<file path="src/rtl/sbts_fifo.sv">
// Small register FIFO used for the job queue and the result queue.
// No dependencies; DEPTH must be a power of two.
`default_nettype none
module sbts_fifo #(
  parameter int WIDTH = 8,
  parameter int DEPTH = 8
) (
  input  wire logic             clk,
  input  wire logic             rst,
  input  wire logic             push,
  input  wire logic [WIDTH-1:0] din,
  input  wire logic             pop,
  output logic      [WIDTH-1:0] dout,
  output logic                  empty
);

  localparam int PTRW = $clog2(DEPTH);
  localparam int CNTW = $clog2(DEPTH + 1);

  logic [WIDTH-1:0] mem [DEPTH];
  logic [PTRW-1:0]  wptr;
  logic [PTRW-1:0]  rptr;
  logic [CNTW-1:0]  count;
  logic             do_pop;

  assign empty  = (count == '0);
  assign do_pop = pop && !empty;
  assign dout   = mem[rptr];

  always_ff @(posedge clk) begin
    if (push) begin
      mem[wptr] <= din;
    end
  end

  always_ff @(posedge clk) begin
    if (rst) begin
      wptr  <= '0;
      rptr  <= '0;
      count <= '0;
    end else begin
      if (push) begin
        wptr <= wptr + PTRW'(1);
      end
      if (do_pop) begin
        rptr <= rptr + PTRW'(1);
      end
      count <= count + CNTW'(push) - CNTW'(do_pop);
    end
  end

endmodule
`default_nettype wire

</file>
<file path="config.mk">
export PLATFORM = sky130hd
export DESIGN_NAME = sbts_fifo
export DESIGN_NICKNAME = d
export VERILOG_FILES = /design/src/rtl/sbts_fifo.sv
export SDC_FILE = /design/constraint.sdc
export NUM_CORES = 1
export LEC_CHECK = 0
export ABC_AREA = 1
export BUFFER_PORTS_ARGS = -buffer_cell sky130_fd_sc_hd__buf_4
export CAP_MARGIN = 15
export CORE_UTILIZATION = 30
export CTS_BUF_LIST = sky130_fd_sc_hd__clkbuf_8 sky130_fd_sc_hd__clkbuf_16
export DETAILED_ROUTE_END_ITERATION = 10
export PLACE_DENSITY = 0.48
export SETUP_SLACK_MARGIN = 0.02
export SLEW_MARGIN = 20
export SYNTH_ARGS = -nofsm -noshare
export SYNTH_HDL_FRONTEND = slang
export SYNTH_SLANG_ARGS = --single-unit
</file>
<file path="constraint.sdc">
create_clock -name clk -period 2.46 [get_ports clk]
set_clock_uncertainty 0.05 [all_clocks]
set_input_delay 0.492 -clock clk [delete_from_list [all_inputs] [get_ports clk]]
set_output_delay 0.492 -clock clk [all_outputs]
set_load 0.05 [all_outputs]
</file>
After elaboration in Yosys (flattened, before gate mapping)
Memory sizes are Yosys's and may differ from the RTL's. A register that Yosys moved wholly into a read port is not among the register bits.
Index checks and enable logic that the tools add are counted.

operators by class
  add/subtract/negate cells = 4
  mux-type cells = 4
  reductions and logical operators = 3

operator list
  operator                                                        count
  3-bit by 1-bit adder with 3-bit output (second input constant)  2
  3-bit 2-to-1 mux                                                2
  4-bit by 1-bit adder with 4-bit output                          1
  4-bit logical NOT                                               1
  4-bit by 1-bit subtractor with 4-bit output                     1
  1-bit 2-to-1 mux                                                2
  1-bit logical AND                                               1
  1-bit logical NOT                                               1

storage, ports and cells
  register bits = 10
  RAM bits = 64
  input bits = 12
  output and inout port bits = 9
  logic and storage cells = 15
  memories kept = 1

memories
  name  depth  width  rd ports  clocked after Yosys merged registers in  write ports  RTL line  RTL
  mem   8      8      1         1                                        1            20        logic [WIDTH-1:0] mem [DEPTH];

Depth between registers and ports, before layout
Gate-level depths: netlist of run 1.

  depth in word-level cells = 5
  gate-level depth with buffers = 10
  depth with buffers taken out = 10

Worst setup path after synthesis of run 1
OpenSTA, ideal clock, no wires.

  path type = reg-to-reg
  from = reg count[2]
  to = reg count[2]
  setup time = 115 ps
  arrival = 1,683 ps
  data required time = 2,295 ps
  setup slack = 612 ps
  stages on the path, launching flop included = 10
  buffers on the path = 0
  period minus slack after synthesis = 1,848 ps
  cells stage by stage = dfxtp_1 -> inv_1 -> ha_1 -> nand3_1 -> nand3_1 -> o21ai_0 -> ha_1 -> fa_1 -> xnor2_1 -> nor2_1

between the ends
  word-level cells in the longest chain between the ends = 4
  elaborated cells between the ends (all ways) = 5
  classes of those cells = add/sub: 2; reduce/logical: 3

ends and longest elaborated chain
  element                                                                                         RTL line  RTL
  from (decl)                                                                                     23        logic [CNTW-1:0] count;
  from (signal assigned)                                                                          48        count <= count + CNTW'(push) - CNTW'(do_pop);
  parallel branches: the longest is 3 deep, another holds 4-bit by 1-bit adder with 4-bit output  -
  4-bit by 1-bit subtractor with 4-bit output *                                                   48

Mark *: on every way between the ends.
A chain may end at the register's enable or synchronous reset.

==> results of run 1 <==
## sequential cells by signal, indices dropped and copies added (netlist names), named ones only
signal / flops
wptr: 3
mem: 64
count: 4
rptr: 3
## per-stage QoR
stage,total power [mW],cell area [sq um]
2_1_floorplan,2.466,3477
5_1_grt,4.313,4126
3_5_place_dp,2.739,3811
3_3_place_gp,2.717,3811
4_1_cts,4.132,4126
6_report,4.077,4126
## path summary, 6_finish.rpt
path / cells past startpoint / to
hold / removal: 2 / count[0]
setup reg to reg: 9 / count[2]
setup / recovery: 6 / dout[0]
hold reg to reg: 2 / wptr[0]
## layout by cell type (no fill, tap or decap), drive strengths merged
master	synthesis	final
nand2	116	116
o21ai	3	3
fa	1	1
buf	11	35
nor2	18	18
xnor2	1	1
nand3	39	39
or2	1	1
edfxtp	64	64
ha	6	6
a21oi	8	8
clkbuf	0	9
bufinv	0	2
clkinvlp	0	1
dfxtp	13	13
clkinv	0	4
inv	80	80
## layer usage
metal | vias to the layer above | routed length [um]
met5 | - | 0
met3 | 4 | 287
met4 | 0 | 69
met1 | 1060 | 3183
met2 | 34 | 3549
li1 | 1190 | -
## layout make-up
cell class                      count  area, sq um
Fill cell                        1096         6952
Sequential cell                    77         2182
Multi-Input combinational cell    193        888.4
Inverter                           80        302.8
Timing Repair Buffer               35        262.8
Clock buffer                        9        225.2
Tap cell                          140        175.2
Clock inverter                      7        90.09
## power breakdown
group | internal (mW) | switching, mW | total, mW
Combinational | 0.369 | 0.801 | 1.17
Clock | 0.882 | 0.497 | 1.38
Sequential | 1.49 | 0.0420 | 1.53
Total | 2.74 | 1.34 | 4.08
## cells by family after synthesis
group | Yosys count | share of synthesized area
XOR/XNOR | 1 | 0.002519
adder cells (fa/ha/maj) | 7 | 0.02735
buffers and inverters | 91 | 0.1169
AO/OA/AOI/OAI | 11 | 0.01583
flip-flops | 77 | 0.6276
AND/OR/NAND/NOR | 174 | 0.2098
==> impl_metrics.py, run 1 <==
metrics = {
    "synth": {
        "ys_top_cells_by_count": "sky130_fd_sc_hd__nand2_1 (106), sky130_fd_sc_hd__inv_1 (78), sky130_fd_sc_hd__edfxtp_1 (64)",
        "synth-seq-cells": 77,
        "count_of_flip_flops_with_a_built_in_enable_after_synthesis": 64,
        "fraction_of_registers_with_async_set_or_reset_after_synthesis": 0,
        "ys_dominant_reg_cell": "sky130_fd_sc_hd__edfxtp_1",
        "post_synth_main_area_contributors": "sky130_fd_sc_hd__edfxtp_1 (55%), sky130_fd_sc_hd__nand2_1 (11%), sky130_fd_sc_hd__inv_1 (8.4%)",
        "synth.yosys.warnings": 0,
        "post_synthesis_sequential_area_ratio": 0.6276,
        "synthesis.instances": 361,
        "mean_syn_cell_area_sq_um": 9.632,
        "synth_top_cell_by_area": "sky130_fd_sc_hd__edfxtp_1",
        "yosysUniqueCellTypes": 19,
        "mappedNetlistNets": 380,
        "netlist_area_sq_um": 3477,
        "synthMostInstantiatedCell": "sky130_fd_sc_hd__nand2_1",
        "synthDominantCellAreaShare": 0.5527,
    },
    "sta": {
        "finalHoldViolCount": 0,
        "setup_total_negative_slack_ps": 0,
        "rsz0062_at_grt": "false",
        "finalCritPeriodShare": 0.8788,
        "post-route-worst-setup-slack_ps": 298.2,
        "slew-limit-headroom": 0.6624,
        "final-max-slew-violation-count": 0,
        "worstMarginPinSlew_ps": 504.5,
        "worst_hold_margin_ps": 306.7,
        "timing.final.crit_period_ps": 2162,
        "finalSetupViolations": 0,
        "clock.fmax_mhz": 462.6,
    },
    "die": {
        "start_util": 0.3139,
        "io_pins": 21,
        "floorplan.core_area_sq_um": 11080,
        "die_y_um": 109.7,
        "dieWidth_um": 109.7,
        "design.die.area_sq_um": 12030,
        "site_rows": 38,
    },
    "drt": {
        "routed_wire_length_per_instance_um": 13.11,
        "drt_first_pass_iters": 4,
        "post_drt_via_cell_ratio": 4.229,
        "drtIter0Drc": 135,
        "drt-total-wl_um": 7090,
        "dr_total_vias": 2288,
        "drc": 0,
        "ant_nets": 0,
    },
    "worst_setup_path": {
        "crit_required_ps": 1920,
        "timing.critical_path.slowest_stage_cell": "sky130_fd_sc_hd__dfxtp_1",
        "total_buffers_and_inverters_traversed_by_the_critical_path": 2,
        "r2r_start": "count[2]",
        "cp_top_family": "buffers and inverters",
        "crit_path_cell_trace": "inv_2 -> nand3_1 -> nand2_1 -> nand2_1 -> nand2_1 -> buf_4",
        "worstPathArrival_ps": 1620,
        "critPathLaunchType": "register",
        "most_frequent_cell_on_the_critical_path": "sky130_fd_sc_hd__nand2_1",
        "critical_path_class": "register to output port",
        "rrSetupSlack_ps": 400,
        "critPathMaxStageDelay_ps": 390,
        "critical_path_sink_type": "output port",
        "critPathMaxFanout": 16,
    },
    "place": {
        "placedCellCount": 525,
        "portBuffers": 20,
        "gp_congestion": 0.7296,
        "post-place-ws_ps": 408.8,
        "place.detailed.hpwl_um": 4693,
    },
    "cts": {
        "cts-buffers-inserted": 9,
        "clock-root-buffer": "sky130_fd_sc_hd__clkbuf_16",
        "htree_levels": 3,
        "cts.sink_count": 77,
        "cts.repair.resized": 0,
        "clock_latency_ps": 330,
        "cts_hold_buffers": 0,
        "tritoncts": "done",
        "clock_tree.buffer_depth": 2,
        "worst_setup_hold_path_clk_slew_ps": 60,
        "post-cts-setup-buffer-count": 0,
    },
    "finish": {
        "drive_above_1_share": 0.1571,
        "num_antenna_cells": 0,
        "stdcell_count": 541,
        "area.growth.synth_to_final_pct": 18.68,
        "post-route-util": 0.3725,
        "final_nets": 415,
    },
    "global_route": {
        "grt_remaining_overflow": 0,
        "gr-usage-all-layers": 0.1332,
        "grt_use_met3": 0.03734,
        "met2_usage": 0.2327,
        "global_route.peak_usage_layer": "met2",
        "first_pass_grt_wire_length_um": 11480,
        "maximum_number_of_pins_on_one_net_before_global_route_repair": 33,
        "grt_util_met1": 0.1589,
        "vias_in_the_first_global_route": 2271,
        "antenna_found_initial": 0,
    },
    "hold_path": {
        "min_path_type": "input pin to register",
        "hold_crit_start": "rst",
    },
    "power": {
        "power.density_nw_per_um2": 988.0,
        "total_leakage_power_nw": 1.895,
        "peakVddDrop_uv": 550.2,
    },
    "status": {
        "run_status": "finished clean",
    },
    "job": {
        "timing.max_cap.violations": 0,
    },
}
No activity file was read; power rests on OpenSTA's default activity.
==> run 2, diff against run 1 <==
- ABC_AREA: 1 -> default
==> run 2 against run 1 <==
Total power is 20% lower. Count of clock-buffer cells in the layout did not move. Highest routed layer unchanged. Critical path type unchanged. Die area shrank 10%.
==> impl_metrics.py, run 2 <==
metrics = {
    "worst_setup_path": {
        "critPathMaxFanout": 8,
        "critPathLaunchType": "register",
        "crit_path_cell_trace": "buf_12 -> mux4_1 -> mux2_4 -> buf_6",
        "critical_path_class": "register to output port",
        "rrSetupSlack_ps": 360,
        "critPathMaxStageDelay_ps": 550,
        "crit_required_ps": 1920,
        "timing.rr.end": "count[1]",
        "critical_path_sink_type": "output port",
        "ff2ff_path_depth": 8,
        "r2r_start": "count[2]",
        "worstPathArrival_ps": 1890,
        "timing.critical_path.slowest_stage_cell": "sky130_fd_sc_hd__mux4_1",
    },
    "synth": {
        "post_synthesis_sequential_area_ratio": 0.7012,
        "count_of_flip_flops_with_a_built_in_enable_after_synthesis": 64,
        "post_synth_main_area_contributors": "sky130_fd_sc_hd__edfxtp_1 (62%), sky130_fd_sc_hd__mux4_1 (13%), sky130_fd_sc_hd__dfxtp_1 (8.4%)",
        "ys_dominant_reg_cell": "sky130_fd_sc_hd__edfxtp_1",
        "ys_top_cells_by_count": "sky130_fd_sc_hd__edfxtp_1 (64), sky130_fd_sc_hd__mux4_1 (15), sky130_fd_sc_hd__dfxtp_1 (13)",
        "synth_top_cell_by_area": "sky130_fd_sc_hd__edfxtp_1",
        "synthDominantCellAreaShare": 0.6176,
        "synthesis.instances": 166,
        "fraction_of_registers_with_async_set_or_reset_after_synthesis": 0,
        "synth-seq-cells": 77,
        "yosysUniqueCellTypes": 27,
        "mappedNetlistNets": 185,
        "netlist_area_sq_um": 3112,
        "mean_syn_cell_area_sq_um": 18.75,
        "synthMostInstantiatedCell": "sky130_fd_sc_hd__edfxtp_1",
        "synth.yosys.warnings": 0,
    },
    "drt": {
        "drt-total-wl_um": 5534,
        "routed_wire_length_per_instance_um": 16.18,
        "drt_first_pass_iters": 4,
        "post_drt_via_cell_ratio": 4.433,
        "met3_wirelength_um": 149,
        "drtIter0Drc": 47,
        "highest_layer": "met4",
        "dr_total_vias": 1516,
        "detail_route.wirelength.met1_um": 2616,
        "ant_nets": 0,
        "drc": 0,
        "dr_wl_met2_um": 2627,
    },
    "die": {
        "dieWidth_um": 103.8,
        "floorplan.core_area_sq_um": 9910,
        "design.die.area_sq_um": 10780,
        "site_rows": 36,
        "die_y_um": 103.8,
        "io_pins": 21,
        "start_util": 0.3140,
    },
    "power": {
        "peakVddDrop_uv": 288.8,
        "total_leakage_power_nw": 1.283,
        "power.density_nw_per_um2": 869.2,
        "pwr_total_mw": 3.246,
    },
    "finish": {
        "number_of_flip_flops_in_the_largest_register": 64,
        "drive_above_1_share": 0.3206,
        "largest_registers": "mem (64), count (4)",
        "largest-register": "mem",
        "layout.cells.most_common_list": "sky130_fd_sc_hd__edfxtp_1 (64), sky130_fd_sc_hd__buf_4 (23), sky130_fd_sc_hd__nor2_1 (12), sky130_fd_sc_hd__dfxtp_1 (12), sky130_fd_sc_hd__clkbuf_8 (9)",
        "num_antenna_cells": 0,
        "final_nets": 223,
        "area.growth.synth_to_final_pct": 20.02,
        "fillerInstances": 933,
        "stdcell_count": 342,
        "layout_commonest_cell": "sky130_fd_sc_hd__edfxtp_1",
    },
    "sta": {
        "finalCritPeriodShare": 0.9868,
        "slew-limit-headroom": 0.6563,
        "post-route-worst-setup-slack_ps": 32.36,
        "timing.final.crit_period_ps": 2428,
        "finalSetupViolations": 0,
        "finalHoldViolCount": 0,
        "worstMarginPinSlew_ps": 514.8,
        "worst_hold_margin_ps": 326.5,
        "clock.fmax_mhz": 411.9,
        "rsz0062_at_grt": "true",
        "final-max-slew-violation-count": 0,
    },
    "cts": {
        "htree_levels": 3,
        "post-cts-setup-buffer-count": 0,
        "worst_setup_hold_path_clk_slew_ps": 80,
        "cts.sink_count": 77,
        "tritoncts": "done",
        "clock-root-buffer": "sky130_fd_sc_hd__clkbuf_8",
        "clock_latency_ps": 350,
        "clock_tree.buffer_depth": 2,
        "cts_hold_buffers": 0,
        "cts-buffers-inserted": 9,
    },
    "place": {
        "place.detailed.hpwl_um": 3413,
        "post-place-ws_ps": 342.3,
        "portBuffers": 20,
        "placedCellCount": 325,
        "gp_congestion": 0.7030,
    },
    "hold_path": {
        "hold_crit_start": "din[6]",
        "worst_hold_path.endpoint": "mem[7][6]",
        "min_path_type": "input pin to register",
        "worst_hold_path.num_cells": 1,
    },
    "global_route": {
        "grt_remaining_overflow": 0,
        "maximum_number_of_pins_on_one_net_before_global_route_repair": 17,
        "gr-usage-all-layers": 0.1120,
        "antenna_found_initial": 0,
        "first_pass_grt_wire_length_um": 8666,
        "vias_in_the_first_global_route": 1577,
    },
    "status": {
        "run_status": "finished clean",
    },
    "job": {
        "timing.max_cap.violations": 0,
    },
}
==> run 2: cell count changes in the layout (fill, tap and decap cells not counted), moves of 10 or more <==
cell,previous run,this run
sky130_fd_sc_hd__buf_4,35,23
sky130_fd_sc_hd__inv_1,78,5
sky130_fd_sc_hd__nand2_1,106,4
sky130_fd_sc_hd__nand2_2,10,0
sky130_fd_sc_hd__nand3_1,39,1
==> run 2: worst max path at each step <==
stage	slack [ps]	start	cells past startpoint	endpoint
2_1_floorplan	150	count[2]	9	count[2]
3_3_place_gp	340	register	4	dout[5]
3_5_place_dp	340	register	4	dout[5]
4_1_cts	2	register	4	dout[7]
5_1_grt	-30	register	4	dout[0]
6_report	30	register	4	dout[5]
==> run 2: layout make-up <==
class	instances	area (sq um)	area share
multi-input cells	78	859.6	0.2302
repair buffers	33	314.1	0.08409
well taps	133	166.4	0.04456
clock buffers	9	123.9	0.03317
inverters	5	18.77	0.005025
clock inverters	7	66.31	0.01776
flip-flops and latches	77	2186	0.5853
==> run 2: logic make-up (layout without fill, tap and decap cells) <==
| logic type | count (synthesis) | count (layout) | share of synthesized area |
|---|---|---|---|
| compound gates | 10 | 10 | 0.01729 |
| xor+xnor | 3 | 3 | 0.008445 |
| fa+ha+maj | 7 | 7 | 0.03056 |
| buf+inv | 11 | 54 | 0.02131 |
| flops | 77 | 77 | 0.7012 |
| mux | 27 | 27 | 0.1725 |
| simple gates | 31 | 31 | 0.04865 |
==> run 2: layer usage <==
layer / vias to the layer above / GRT usage
met5: - / 0
met2: 22 / 0.1705
li1: 728 / -
met3: 10 / 0.02958
met4: 0 / 0.06735
met1: 756 / 0.1429
==> run 2: worst max-delay path, delay by kind of cell, from the launching register on <==
kind / cells / cell delay [ps]
flops: 1 / 390
buf+inv: 2 / 290
mux: 2 / 850
==> run 2: per-stage QoR <==
stage | setup TNS [ps] | cell area [sq um] | util
global placement | 0 | 3495 | 0.3527
floorplan | 0 | 3123 | -
finish | 0 | 3735 | 0.3769
global route | -155.0 | 3735 | 0.3769
CTS | 0 | 3746 | 0.3780
detailed placement | 0 | 3495 | 0.3527
==> run 2: timing repair <==
item | in CTS | in global routing
gates cloned | 1 | 0
resized for setup | 15 | 7
hold endpoints to repair | 0 | 0
endpoints found under the setup margin | 8 | 7
==> run 2: where the power goes <==
| part | switching (mW) | leakage, nW | internal [mW] |
|---|---|---|---|
| Clock | 0.448 | 0.100 | 0.463 |
| Combinational | 0.415 | 0.494 | 0.377 |
| Sequential | 0.0609 | 0.689 | 1.48 |
| Total | 0.924 | 1.28 | 2.32 |
==> run 3, diff against run 2 <==
- clock period: 2.46 -> 2.6 ns (I/O delays scaled with it)
==> run 3 against run 2 <==
Global-route usage fell by 0.12 points. Combinational power fell by 14%. Routed wire length fell by 0.22%. Non-clock buffer count rose by 2. Register-to-register slack improved by 90 ps. Final area fell by 0.13%. Sequential share of layout area barely moved. Count of clock-buffer cells in the layout did not move. Total power fell by 3.9%. Critical path depth did not move. Die area did not move. Flip-flop and latch count did not move.
==> impl_metrics.py, run 3 (synthesis results as in run 2) <==
metrics = {
    "die": {
        "die_y_um": 103.8,
        "io_pins": 21,
        "floorplan.core_area_sq_um": 9910,
        "dieWidth_um": 103.8,
        "design.die.area_sq_um": 10780,
        "site_rows": 36,
        "start_util": 0.3140,
    },
    "sta": {
        "final-max-slew-violation-count": 0,
        "timing.final.crit_period_ps": 2496,
        "finalHoldViolCount": 0,
        "clock.fmax_mhz": 400.6,
        "finalCritPeriodShare": 0.9600,
        "worstMarginPinSlew_ps": 493.2,
        "slew-limit-headroom": 0.6708,
        "setup_total_negative_slack_ps": 0,
        "post-route-worst-setup-slack_ps": 104.0,
        "rsz0062_at_grt": "false",
        "finalSetupViolations": 0,
    },
    "cts": {
        "tritoncts": "done",
        "worst_setup_hold_path_clk_slew_ps": 80,
        "clock-root-buffer": "sky130_fd_sc_hd__clkbuf_8",
        "cts_hold_buffers": 0,
        "cts.sink_count": 77,
        "clock_latency_ps": 350,
        "clock_tree.buffer_depth": 2,
        "htree_levels": 3,
        "cts-buffers-inserted": 9,
    },
    "worst_setup_path": {
        "critPathLaunchType": "register",
        "critical_path_sink_type": "output port",
        "ff2ff_path_depth": 8,
        "worstPathArrival_ps": 1930,
        "crit_path_end": "dout[1]",
        "critPathMaxFanout": 16,
        "critical_path_class": "register to output port",
        "rrSetupSlack_ps": 450,
        "timing.rr.end": "count[1]",
        "crit_required_ps": 2030,
        "r2r_start": "count[2]",
    },
    "finish": {
        "post-route-util": 0.3764,
        "stdcell_count": 344,
        "area.growth.synth_to_final_pct": 19.86,
        "num_antenna_cells": 0,
        "final_nets": 225,
        "number_of_flip_flops_in_the_largest_register": 64,
        "largest-register": "mem",
        "layout_commonest_cell": "sky130_fd_sc_hd__edfxtp_1",
        "drive_above_1_share": 0.2986,
        "layout.cells.most_common_list": "sky130_fd_sc_hd__edfxtp_1 (64), sky130_fd_sc_hd__buf_4 (34), sky130_fd_sc_hd__mux4_1 (14)",
        "largest_registers": "mem (64), count (4)",
    },
    "status": {
        "run_status": "finished clean",
    },
    "global_route": {
        "antenna_found_initial": 0,
        "grt_remaining_overflow": 0,
        "first_pass_grt_wire_length_um": 8735,
        "maximum_number_of_pins_on_one_net_before_global_route_repair": 17,
        "gr-usage-all-layers": 0.1107,
        "vias_in_the_first_global_route": 1594,
    },
    "power": {
        "total_leakage_power_nw": 1.281,
        "pwr_total_mw": 3.120,
        "power.density_nw_per_um2": 836.4,
        "peakVddDrop_uv": 277.3,
    },
    "hold_path": {
        "worst_hold_path.num_cells": 1,
        "min_path_type": "input pin to register",
        "hold_crit_start": "din[6]",
    },
    "drt": {
        "drt-total-wl_um": 5522,
        "drc": 0,
        "ant_nets": 0,
        "dr_total_vias": 1519,
        "post_drt_via_cell_ratio": 4.416,
        "routed_wire_length_per_instance_um": 16.05,
        "drt_first_pass_iters": 6,
        "drtIter0Drc": 66,
    },
    "job": {
        "timing.max_cap.violations": 0,
    },
    "place": {
        "portBuffers": 20,
        "gp_congestion": 0.6744,
        "post-place-ws_ps": 459.8,
        "place.detailed.hpwl_um": 3641,
        "placedCellCount": 328,
    },
}
run 3: cell count changes in the layout (fill, tap and decap cells not counted), sizes merged:
cell	previous run	this run
clkinvlp	0	4
buf	33	35
inv	5	6
bufinv	1	2
clkinv	6	0
run 3: layout make-up:
cell class / count / area, sq um
fill: 945 / 6180
sequential: 77 / 2182
multi-input combinational: 78 / 864.6
timing repair buffer: 35 / 275.3
tap: 133 / 166.4
clock buffer: 9 / 123.9
clock inverter: 7 / 98.84
inverter: 5 / 18.77
run 3: metal layers:
metal  global-route usage  wire length [um]  vias up
li1                     -                 -      736
met1               0.1473              2596      751
met2               0.1700              2642       23
met3              0.02140               177        9
met4              0.06122               105        0
met5                    0                 0        -
run 3: timing repair:
item,in CTS,in global routing
resized for setup,0,1
endpoints found under the setup margin,0,1
endpoints found under the hold margin,0,0
setup buffers,0,0
run 3: worst min path at each step:
| stage | to | slack, ps |
|---|---|---|
| floorplan | register | 430 |
| global placement | rptr[1] | 450 |
| detailed placement | register | 450 |
| CTS | mem[7][6] | 340 |
| global route | mem[3][6] | 340 |
| finish | mem[7][6] | 350 |
run 3: metrics by stage:
stage	hold slack [ps]	instance area (sq um)
after floorplan	425.4	3117
after global placement	447.1	3511
after detailed placement	450.1	3511
after CTS	339.8	3734
after global routing	342.4	3730
final	351.8	3730
run 3: critical path, stage by stage (launching register included):
cell                      delay (ps)
sky130_fd_sc_hd__dfxtp_1         360
sky130_fd_sc_hd__buf_12          180
sky130_fd_sc_hd__mux4_1          570
sky130_fd_sc_hd__mux2_2          290
sky130_fd_sc_hd__buf_4           190
run 3: power breakdown:
part | internal, mW | switching, mW | leakage, nW | total, mW
combinational | 0.296 | 0.384 | 0.495 | 0.680
clock | 0.543 | 0.449 | 0.0981 | 0.992
sequential | 1.40 | 0.0466 | 0.688 | 1.45
total | 2.24 | 0.880 | 1.28 | 3.12
